[config.mk]
export PLATFORM = sky130hd
export DESIGN_NAME = fqrr_queue_ctrl
export DESIGN_NICKNAME = d
export VERILOG_FILES = /design/src/hw/rtl/fqrr_pkg.sv /design/src/hw/rtl/fqrr_queue_ctrl.sv
export SDC_FILE = /design/constraint.sdc
export NUM_CORES = 1
export LEC_CHECK = 0
export ABC_AREA = 0
export BUFFER_PORTS_ARGS = -buffer_cell sky130_fd_sc_hd__buf_2
export CAP_MARGIN = 20
export CELL_PAD_IN_SITES_DETAIL_PLACEMENT = 1
export CELL_PAD_IN_SITES_GLOBAL_PLACEMENT = 2
export CORE_UTILIZATION = 43
export DETAILED_ROUTE_END_ITERATION = 16
export MAX_ROUTING_LAYER = met4
export PLACE_DENSITY = 0.86
export RECOVER_POWER = 25
export SLEW_MARGIN = 20
export SYNTH_ARGS = -nofsm -noshare
export SYNTH_HDL_FRONTEND = slang
export SYNTH_SLANG_ARGS = --single-unit
[constraint.sdc]
create_clock -name clk_i -period 6.4 [get_ports clk_i]
set_input_delay 1.28 -clock clk_i [delete_from_list [all_inputs] [get_ports clk_i]]
set_output_delay 1.28 -clock clk_i [all_outputs]
set_load 0.02 [all_outputs]
[src/hw/rtl/fqrr_pkg.sv]
// shared types and constants for the four-queue round-robin drain
`timescale 1ns / 1ps
`default_nettype none

package fqrr_pkg;

  localparam int unsigned NumQueues       = 4;
  localparam int unsigned QueueDepthDflt  = 64;
  localparam int unsigned IdentCharsDflt  = 4;
  localparam int unsigned IdentWordW      = 32;

  typedef logic [1:0] queue_id_t;

  typedef enum logic {
    OP_PUSH = 1'b0,
    OP_POP  = 1'b1
  } fqrr_op_e;

  typedef enum logic [1:0] {
    ST_PUSHED  = 2'd0,
    ST_DROPPED = 2'd1,
    ST_POPPED  = 2'd2,
    ST_EMPTY   = 2'd3
  } fqrr_status_e;

  // outcome of one item as decided by the queue control
  typedef struct packed {
    logic         push_ok;
    logic         pop_ok;
    fqrr_status_e status;
    queue_id_t    served;
    logic         all_empty;
  } fqrr_dec_t;

endpackage

`default_nettype wire

[src/hw/rtl/fqrr_queue_ctrl.sv]
// head, tail and fill counters of the four queues and the round-robin pick
`timescale 1ns / 1ps
`default_nettype none

module fqrr_queue_ctrl
  import fqrr_pkg::*;
#(
  parameter int unsigned QueueDepth = QueueDepthDflt,
  parameter int unsigned PtrW       = $clog2(QueueDepth),
  parameter int unsigned CntW       = $clog2(QueueDepth + 1)
) (
  input  wire logic            clk_i,
  input  wire logic            rst_ni,
  input  wire logic            fire_i,
  input  wire fqrr_op_e        op_i,
  input  wire queue_id_t       sel_i,
  output fqrr_dec_t            dec_o,
  output logic [PtrW+1:0]      wr_addr_o,
  output logic [PtrW+1:0]      rd_addr_o
);

  logic [PtrW-1:0] head_q [NumQueues];
  logic [PtrW-1:0] head_d [NumQueues];
  logic [PtrW-1:0] tail_q [NumQueues];
  logic [PtrW-1:0] tail_d [NumQueues];
  logic [CntW-1:0] cnt_q  [NumQueues];
  logic [CntW-1:0] cnt_d  [NumQueues];
  queue_id_t       turn_q, turn_d;

  logic [NumQueues-1:0] nonempty;
  logic [NumQueues-1:0] full;
  logic [NumQueues-1:0] busy_after;
  logic                 found;
  queue_id_t            pick;
  queue_id_t            cand;
  logic                 push_ok;
  logic                 pop_ok;
  fqrr_status_e         status;

  function automatic logic [PtrW-1:0] wrap_inc(input logic [PtrW-1:0] idx);
    logic [PtrW-1:0] res;
    if (idx == PtrW'(QueueDepth - 1)) begin
      res = '0;
    end else begin
      res = idx + PtrW'(1);
    end
    return res;
  endfunction

  always_comb begin
    for (int i = 0; i < NumQueues; i++) begin
      nonempty[i] = (cnt_q[i] != '0);
      full[i]     = (cnt_q[i] == CntW'(QueueDepth));
    end
  end

  // first non-empty queue at or after the current turn
  always_comb begin
    found = 1'b0;
    pick  = '0;
    cand  = '0;
    for (int k = 0; k < NumQueues; k++) begin
      cand = turn_q + queue_id_t'(k);
      if (!found && nonempty[cand]) begin
        found = 1'b1;
        pick  = cand;
      end
    end
  end

  always_comb begin
    push_ok = 1'b0;
    pop_ok  = 1'b0;
    unique case (op_i)
      OP_PUSH: begin
        push_ok = !full[sel_i];
        status  = push_ok ? ST_PUSHED : ST_DROPPED;
      end
      OP_POP: begin
        pop_ok = found;
        status = found ? ST_POPPED : ST_EMPTY;
      end
      default: begin
        status = ST_EMPTY;
      end
    endcase
  end

  always_comb begin
    turn_d = turn_q;
    if (fire_i && pop_ok) begin
      turn_d = pick + queue_id_t'(1);
    end
    for (int i = 0; i < NumQueues; i++) begin
      head_d[i]     = head_q[i];
      tail_d[i]     = tail_q[i];
      cnt_d[i]      = cnt_q[i];
      busy_after[i] = nonempty[i];
      if (push_ok && sel_i == queue_id_t'(i)) begin
        busy_after[i] = 1'b1;
        if (fire_i) begin
          tail_d[i] = wrap_inc(tail_q[i]);
          cnt_d[i]  = cnt_q[i] + CntW'(1);
        end
      end
      if (pop_ok && pick == queue_id_t'(i)) begin
        busy_after[i] = (cnt_q[i] != CntW'(1));
        if (fire_i) begin
          head_d[i] = wrap_inc(head_q[i]);
          cnt_d[i]  = cnt_q[i] - CntW'(1);
        end
      end
    end
  end

  always_ff @(posedge clk_i or negedge rst_ni) begin
    if (!rst_ni) begin
      turn_q <= '0;
      for (int i = 0; i < NumQueues; i++) begin
        head_q[i] <= '0;
        tail_q[i] <= '0;
        cnt_q[i]  <= '0;
      end
    end else begin
      turn_q <= turn_d;
      for (int i = 0; i < NumQueues; i++) begin
        head_q[i] <= head_d[i];
        tail_q[i] <= tail_d[i];
        cnt_q[i]  <= cnt_d[i];
      end
    end
  end

  assign wr_addr_o = {sel_i, tail_q[sel_i]};
  assign rd_addr_o = {pick, head_q[pick]};

  assign dec_o.push_ok   = push_ok;
  assign dec_o.pop_ok    = pop_ok;
  assign dec_o.status    = status;
  assign dec_o.served    = pop_ok ? pick : queue_id_t'(0);
  assign dec_o.all_empty = (busy_after == '0);

endmodule

`default_nettype wire

==> results of run 1 <==
## registers in the layout (all words and copies together), names as in the netlist, named ones only
name    count
tail_q     24
cnt_q      24
turn_q      2
head_q     24
## path summary, 6_finish.rpt
kind | depth (start not counted) | to | slack (ns)
hold reg to reg | 1 | cnt_q[27] | 0.51
hold / removal | 1 | cnt_q[27] | 0.51
setup reg to reg | 7 | head_q[6] | 2.75
max in group asynchronous | 1 | head_q[17] | 1.59
min in group asynchronous | 1 | tail_q[20] | 2.42
setup / recovery | 8 | dec_o[0] | 1.26
## layer usage
layer | vias to the layer above | part of all wire (%) | GRT usage [%]
li1 | 2007 | - | -
met1 | 2124 | 44 | 28.3
met2 | 71 | 50 | 39.2
met3 | 26 | 3.5 | 6.07
met4 | 0 | 2.2 | 8.80
met5 | - | 0 | -
## final cells by class
cell class	count	area (sq um)	area share, %
Multi-Input combinational cell	401	2920	52.2
Tap cell	143	179	3.20
Clock inverter	4	70.1	1.25
Clock buffer	12	246	4.41
Inverter	20	75.1	1.34
Sequential cell	78	1950	34.9
Timing Repair Buffer	30	154	2.75
## cell usage after synthesis (5+ instances only)
cell type	instances	area share, %
clkbuf_1	12	0.88
nor3_1	17	1.7
inv_1	18	1.3
and3_1	9	1.1
nor4_1	6	0.74
nor2_1	20	1.5
buf_4	5	0.74
nand3_1	32	3.1
nor2b_1	6	0.74
a21oi_1	17	1.7
mux4_2	6	2.6
mux2_2	9	2.0
a32oi_1	5	0.86
nand4_1	14	1.7
nand2_1	48	3.5
o31ai_1	12	1.8
a31oi_1	22	2.7
dfrtp_1	78	38
buf_2	9	0.88
ha_1	20	4.9
mux2i_1	20	3.9
a41oi_1	5	0.86
o21ai_0	22	2.2
xnor2_1	36	6.2
## power by group
part	total (W)	leakage (nW)	internal [W]	switching, W
Combinational	0.000922	1.15	0.000388	0.000534
Sequential	0.000960	0.985	0.000660	0.000300
Clock	0.000560	0.157	0.000351	0.000209
## through the flow
stage	total power, W	hold WS, ns	setup WS, ns	util (%)	cells
6_report	0.00244	0.508	1.26	48.8	688
5_1_grt	0.00262	0.539	0.548	48.8	688
4_1_cts	0.00246	0.516	1.26	48.8	688
3_5_place_dp	0.00188	0.505	1.66	46.1	672
3_3_place_gp	0.00183	0.495	1.75	46.1	672
2_1_floorplan	0.00161	0.455	2.22	-	530
## kinds of logic (layout without fill, tap and decap cells)
kind of cell               after synthesis  after routing  synth area share [%]
DFF                                     78             78                  38.3
buffers and inverters                   51             66                  4.64
xor gates and xnor gates                39             39                  6.70
adders and majority gates               20             20                  4.91
and+or+nand+nor                        185            185                  19.9
muxes                                   35             35                  8.56
AOI/OAI and AO/OA                      122            122                  17.0
## placed cells by master (no fill, tap or decap), types with 4 or more instances in the layout
cell / n
dfrtp_1: 78
nand2_1: 48
xnor2_1: 36
nand3_1: 32
buf_2: 27
a31oi_1: 22
o21ai_0: 22
nor2_1: 20
mux2i_1: 20
ha_1: 20
inv_1: 18
a21oi_1: 17
nor3_1: 17
nand4_1: 14
o31ai_1: 12
mux2_2: 9
and3_1: 9
clkbuf_16: 9
nor2b_1: 6
mux4_2: 6
nor4_1: 5
a41oi_1: 5
a32oi_1: 5
o21bai_1: 4
or4_1: 4
a211oi_1: 4
o211ai_1: 4
o41ai_1: 4
==> flow_summary.ini, run 1 <==
[routing]
num_vias = 4228
drt-pass1-iter-count = 4
antenna_left = 0
first_iter_violations = 231
routedWlPerCell_um = 19.4
vias_per_cell = 6.15
wl_mm = 13.3
drc = 0

[logic_synthesis]
syn_area_sq_um = 5100
synthCells = 530
synth-seq-cells = 78
yosysWarnings = 0
synth_nets = 556
ys_types = 69
synth_ff_type = dfrtp_1
synth_edf_count = 0
synth_area_per_cell_sq_um = 9.62
ys_async_sr_fraction_pct = 100
ys_seq_area_share_pct = 38.3

[placement]
gp_congestion = 0.824
io_buffers = 28
placed_cell_area_sq_um = 5280
dp_hpwl_mm = 9.22

[die]
initial_core_util_pct = 44.5
core_area_sq_um = 11500
io_pins = 29
die_w_um = 111
die_h_um = 111
placementRows = 39
dieArea_sq_um = 12300

[hold_path]
min_from = cnt_q[27]
worstHoldPathType = reg -> reg

[timing]
setup_tns_ns = 0
fin_skew_ns = 0.00774
slew_headroom_pct = -184
max_freq_mhz = 194
setup_viol = 0
tightest_slew_ns = 4.26
finalHoldViolations = 0
period_needed_ns = 5.14
rsz0062_at_grt = no
drv_slew = 79
fin_crit_sh_pct = 80.4

[cells_and_area]
final_nets = 566
area_delta_synth_final_pct = 9.69
fillers = 1302
final_area_sq_um = 5590
antenna_cells = 0
final_layout_size_suffix_gt1_share_pct = 13.9

[worst_setup_path]
r2r-start = cnt_q[9]
arrival_ns = 3.86
cp-end-kind = output pin
crit_family = compound AO/OA/AOI/OAI gates
crit_start = cnt_q[24]
worstPathCellList = or4_4 -> o21ai_2 -> nand3_1 -> a21o_2 -> inv_2 -> o211ai_1 -> a211oi_1 -> buf_2
cp.required_ns = 5.12
cp_slowest_cell = inv_2
critPathKind = reg -> out
path_buf_inv = 2
max_stage_delay_ns = 0.79
critPathLaunchType = flip-flop
worstPathMaxFanout = 42

[power]
powerDensity_nw_per_um2 = 436
ir_drop_v = 0.000253
cellLeakagePower_nw = 2.29

[global_routing]
antenna_found_initial = 0
grt-ovfl-total = 0
grtUsageTotal_pct = 23.9
grt_max_degree = 79
grt_pass1_wl_mm = 22.8
grt_pass1_vias = 4503

[cts]
hold_buffers = 0
cts_setup_buffers = 0
clock-sinks = 78
clkTransAtPathRegs_ns = 0.06
cts-resized-gates = 0
worstSkewPairLatency_ns = 0.35
cts_tree = built
cts_buffers = 9
root_buffer = clkbuf_16
htreeDepth = 3
clockBufferDepth = 2

[flow_run]
maxCapViolations = 1

[outcome]
status = finished, violations left
violations = max-capacitance violations, max-slew violations
Note: power is estimated with default switching activity, not from simulation.
==> inputs of run 2 (changes only) <==
- ABC_AREA: 0 -> 1
- CORE_UTILIZATION: 43 -> 33
- PLACE_DENSITY: 0.86 -> 0.78
- clock period: 6.4 -> 4.55 ns (I/O delays scaled with it)
==> flow_summary.ini, run 2 <==
[routing]
vias_per_cell = 4.93
num_vias = 5397
drc = 0
wl_mm = 16.9
first_iter_violations = 254
drt-pass1-iter-count = 4
routedWlPerCell_um = 15.4
antenna_left = 0

[worst_setup_path]
arrival_ns = 3.23
max_stage_delay_ns = 0.42
critPathKind = reg -> out
worstPathCellList = inv_1 -> ha_1 -> inv_1 -> nor3_4 -> nand3_2 -> nand3_1 -> nand2_1 -> nand2_1 -> nand2_1 -> nand2_1 -> nand3_4 -> inv_2 -> nand3_1 -> nand2_1 -> nand2_1 -> nor2_1 -> buf_2
cp.required_ns = 3.64
critPathLaunchType = flip-flop
cp_slowest_cell = dfrtp_1
worstPathMaxFanout = 14
worst_path_most_repeated_cell = nand2_1
cp-end-kind = output pin

[cts]
cts_tree = built
worstSkewPairLatency_ns = 0.35
hold_buffers = 0
htreeDepth = 3
root_buffer = clkbuf_16
cts-resized-gates = 0
cts_buffers = 9
clock-sinks = 78
cts_setup_buffers = 0
clkTransAtPathRegs_ns = 0.07
clockBufferDepth = 2

[cells_and_area]
layout_common_cells = 226 x nand2_1, 82 x o21ai_0, 78 x inv_1, 78 x dfrtp_1, 60 x nand3_1
fillers = 2301
final_layout_size_suffix_gt1_share_pct = 12.5
utilization_pct = 36.4
antenna_cells = 0
area_delta_synth_final_pct = 8.59
final_nets = 888
top_regs = cnt_q (24), head_q (24), tail_q (24)
layout_commonest_cell = nand2_1

[placement]
post-place-ws_ns = 0.758
gp_congestion = 0.809
dp_hpwl_mm = 12.7
io_buffers = 28

[die]
die_h_um = 137
initial_core_util_pct = 33.6
placementRows = 49
dieArea_sq_um = 18800
core_area_sq_um = 18000
die_w_um = 137
io_pins = 29

[timing]
fin_crit_sh_pct = 91.0
tightest_slew_ns = 1.70
max_freq_mhz = 241
setup_tns_ns = 0
slew_headroom_pct = -13.6
finalHoldViolations = 0
setup_slack_ns = 0.409
drv_slew = 62
fin_skew_ns = 0.00994
setup_viol = 0
rsz0062_at_grt = no
period_needed_ns = 4.14

[logic_synthesis]
ys_top_cells_by_area = dfrtp_1 32%, nand2_1 14%, o21ai_0 6.8%, xor2_1 6.1%, nand3_1 5.0%
synth-seq-cells = 78
synth_edf_count = 0
syn_area_sq_um = 6030
synth_nets = 874
synth_ff_type = dfrtp_1
ys_seq_area_share_pct = 32.4
ys_async_sr_fraction_pct = 100
synth_largest_area_cell = dfrtp_1
synth_area_per_cell_sq_um = 7.11
synthCells = 848
yosysWarnings = 0
synth.top_cell.area_share_pct = 32.4
ys_types = 44
synth.most_common_cell = nand2_1
yosys-top-cells-count = 226 x nand2_1, 82 x o21ai_0, 78 x dfrtp_1, 78 x inv_1, 60 x nand3_1

[global_routing]
grt_max_degree = 62
grt-ovfl-total = 0
grt_pass1_wl_mm = 28.6
antenna_found_initial = 0
grt_pass1_vias = 5503
grtUsageTotal_pct = 20.2

[flow_run]
maxCapViolations = 1

[power]
powerDensity_nw_per_um2 = 685
finalPower_w = 0.00449
ir_drop_v = 0.000255
cellLeakagePower_nw = 3.16

[hold_path]
worstHoldPathType = reg -> reg

[outcome]
violations = max-capacitance violations, max-slew violations
status = finished, violations left
## run 2: cell types whose count changed in the layout (fill, tap and decap cells not counted), moves of 14 or more
cell     previous run  this run
o21ai_1             0        15
nand2_1            48       226
nor2_1             20        57
xor2_1              3        42
inv_1              18        78
a31oi_1            22         2
inv_2               2        18
mux2i_1            20         0
nand2_2             0        14
o21ai_0            22        82
xnor2_1            36         9
nand3_1            32        60
## run 2: report_power, final
part           leakage (nW)  switching [W]  internal [W]  total (W)
registers             0.990       0.000355      0.000970    0.00132
clock network         0.141       0.000305      0.000436   0.000741
logic                  2.03        0.00163      0.000794    0.00242
## run 2: path summary, 6_finish.rpt
path / startpoint / end / slack (ns) / cells after the start
worst max-delay path: flip-flop / dec_o[0] / 0.41 / 17
worst min-delay path: tail_q[22] / tail_q[22] / 0.51 / 1
worst max register to register: flip-flop / head_q[11] / 1.36 / 15
worst min register to register: tail_q[22] / tail_q[22] / 0.51 / 1
max in group asynchronous: rst_ni / tail_q[20] / 2.46 / 2
min in group asynchronous: rst_ni / cnt_q[1] / 1.01 / 1
## run 2: kinds of logic (layout without fill, tap and decap cells)
kind of cell               Yosys count  count (layout)  synth area share (%)
AOI/OAI and AO/OA                  152             152                  13.7
xor gates and xnor gates            52              52                  7.68
and+or+nand+nor                    418             418                  32.1
adders and majority gates           20              20                  4.15
buffers and inverters              128             146                  9.94
DFF                                 78              78                  32.4
## run 2: area by class of cell
cell class / count / area (sq um) / area share [%]
Timing Repair Buffer: 31 / 163 / 2.48
Inverter: 100 / 378 / 5.77
Sequential cell: 78 / 1950 / 29.8
Clock buffer: 11 / 243 / 3.71
Clock inverter: 4 / 47.5 / 0.726
Multi-Input combinational cell: 642 / 3480 / 53.1
Tap cell: 229 / 287 / 4.38
## run 2: metrics by stage
stage          hold WS (ns)  std cells  cell area, sq um
4_1_cts               0.509       1095              6550
3_5_place_dp          0.501       1080              6260
2_1_floorplan         0.464        848              6030
3_3_place_gp          0.486       1080              6260
5_1_grt               0.525       1095              6550
6_report              0.508       1095              6550
## run 2: layer usage
| layer | vias up | routed length, um | GRT usage (%) |
|---|---|---|---|
| met2 | 43 | 7550 | 30.7 |
| met5 | - | 0 | - |
| met1 | 2570 | 8620 | 27.9 |
| li1 | 2768 | - | - |
| met3 | 16 | 448 | 2.94 |
| met4 | 0 | 242 | 5.80 |
## run 2: critical path: cells and delay by family, from the launching register on
family | cells | cell delay [ns]
and+or+nand+nor | 12 | 1.53
DFF | 1 | 0.42
adders and majority gates | 1 | 0.20
buffers and inverters | 4 | 0.73
==> inputs of run 3 (changes only) <==
- CORE_ASPECT_RATIO: default -> 2
- GPL_ROUTABILITY_DRIVEN: default -> 0
==> flow_summary.ini, run 3 (synthesized netlist as in run 2, its figures left out) <==
[die]
die_h_um = 193
die_w_um = 97.6
dieArea_sq_um = 18800
initial_core_util_pct = 33.9
placementRows = 69
io_pins = 29
core_area_sq_um = 17800

[outcome]
status = finished, violations left
violations = max-capacitance violations, max-slew violations

[global_routing]
grt_pass1_wl_mm = 31.1
grtUsageTotal_pct = 21.4
grt-ovfl-total = 0
antenna_found_initial = 0
grt_max_degree = 56
grt_pass1_vias = 6179

[cts]
cts_tree = built
clock-sinks = 78
cts_setup_buffers = 0
cts-resized-gates = 0
clkTransAtPathRegs_ns = 0.06
root_buffer = clkbuf_16
cts_buffers = 9
htreeDepth = 3
clockBufferDepth = 2
hold_buffers = 0
worstSkewPairLatency_ns = 0.36

[routing]
drt-pass1-iter-count = 4
antenna_left = 0
vias_per_cell = 5.25
routedWlPerCell_um = 17.0
num_vias = 5672
first_iter_violations = 166
drc = 0
wl_mm = 18.3

[timing]
period_needed_ns = 4.10
setup_viol = 0
slew_headroom_pct = -129
fin_crit_sh_pct = 90.1
rsz0062_at_grt = no
fin_skew_ns = 0.0129
max_freq_mhz = 244
finalHoldViolations = 0
drv_slew = 56
tightest_slew_ns = 3.44
setup_tns_ns = 0
setup_slack_ns = 0.451

[cells_and_area]
final_nets = 889
layout_common_cells = 226 x nand2_1, 82 x o21ai_0, 78 x inv_1, 78 x dfrtp_1, 60 x nand3_1
multi_input_area_sq_um = 3480
area_delta_synth_final_pct = 8.69
final_area_sq_um = 6550
top_regs = cnt_q (24), head_q (24), tail_q (24)
fillers = 2267
register_area_sq_um = 1950
final_layout_size_suffix_gt1_share_pct = 12.7
fin_cells = 1081
layout_commonest_cell = nand2_1
antenna_cells = 0

[flow_run]
maxCapViolations = 1

[worst_setup_path]
max_stage_delay_ns = 0.41
path_buf_inv = 4
worstPathCellList = inv_1 -> ha_1 -> inv_1 -> nor3_4 -> nand3_2 -> nand2_1 -> nand2_1 -> nand2_1 -> nand3_1 -> nand2_1 -> nand2_2 -> inv_2 -> o21ai_0 -> o22ai_1 -> buf_2
cp-end-kind = output pin
crit_family = simple AND/OR/NAND/NOR gates
cp_slowest_cell = dfrtp_1
critPathLaunchType = flip-flop
arrival_ns = 3.19
cp.required_ns = 3.64
r2r_slack_ns = 1.40
r2r_cells = 15
worstPathMaxFanout = 20
worst_path_most_repeated_cell = nand2_1
critPathKind = reg -> out
r2r_end = head_q[10]

[power]
finalPower_w = 0.00457
cellLeakagePower_nw = 3.18
sequentialPowerShare_pct = 29.1
power_switching_w = 0.00235
p_int_w = 0.00222
pwr-share-clk_pct = 16.9
netSwitchingFraction_pct = 51.4
ir_drop_v = 0.000249
powerDensity_nw_per_um2 = 697
pwr-share-comb_pct = 54.0

[placement]
io_buffers = 28
post-place-ws_ns = 0.752
dp_hpwl_mm = 14.3
placed_cells = 1065
placed_cell_area_sq_um = 6250

[hold_path]
min_to = tail_q[16]
min_from = tail_q[16]
worstHoldPathType = reg -> reg
min_path_cells = 1
[run 3: changes by cell type in the layout (fill, tap and decap cells not counted)]
cell / delta
clkinv_4: +2
buf_4: +1
clkinvlp_4: -1
clkbuf_2: -1
clkbuf_8: +1
[run 3: layer usage]
layer	global-route usage (%)	share of wire [%]	up-vias
met3	2.45	1.7	30
met1	21.7	39	2803
met4	8.03	2.5	0
met2	41.6	57	60
met5	-	0	-
li1	-	-	2779
[run 3: power by group through the flow]
stage,logic (W),clock network (W),registers (W)
after floorplan,0.00198,0,0.00121
after global placement,0.00240,0,0.00133
final,0.00247,0.000770,0.00133
after global routing,0.00281,0.000818,0.00138
after detailed placement,0.00249,0,0.00134
after CTS,0.00251,0.000797,0.00133
[run 3: final cells by class]
cell class              instances  area share [%]
multi-input cells             642            53.1
well taps                     213            4.07
clock inverters                 5           0.878
flip-flops and latches         78            29.8
repair buffers                 32            2.58
inverters                     100            5.77
clock buffers                  11            3.86
[run 3: worst max-delay path by stage]
stage / startpoint / end / slack, ns / cells past startpoint
3_3_place_gp: sel_i[1] / dec_o[0] / 0.82 / 12
2_1_floorplan: sel_i[1] / dec_o[0] / 1.25 / 11
5_1_grt: flip-flop / dec_o[0] / 0.14 / 17
6_report: flip-flop / rd_addr_o[2] / 0.45 / 15
3_5_place_dp: sel_i[1] / dec_o[0] / 0.75 / 12
4_1_cts: flip-flop / rd_addr_o[2] / 0.43 / 15
[run 3: through the flow]
stage | hold slack (ns) | utilization, %
after CTS | 0.499 | 36.9
after floorplan | 0.464 | -
after global placement | 0.490 | 35.1
after global routing | 0.511 | 36.9
final | 0.495 | 36.9
after detailed placement | 0.485 | 35.1
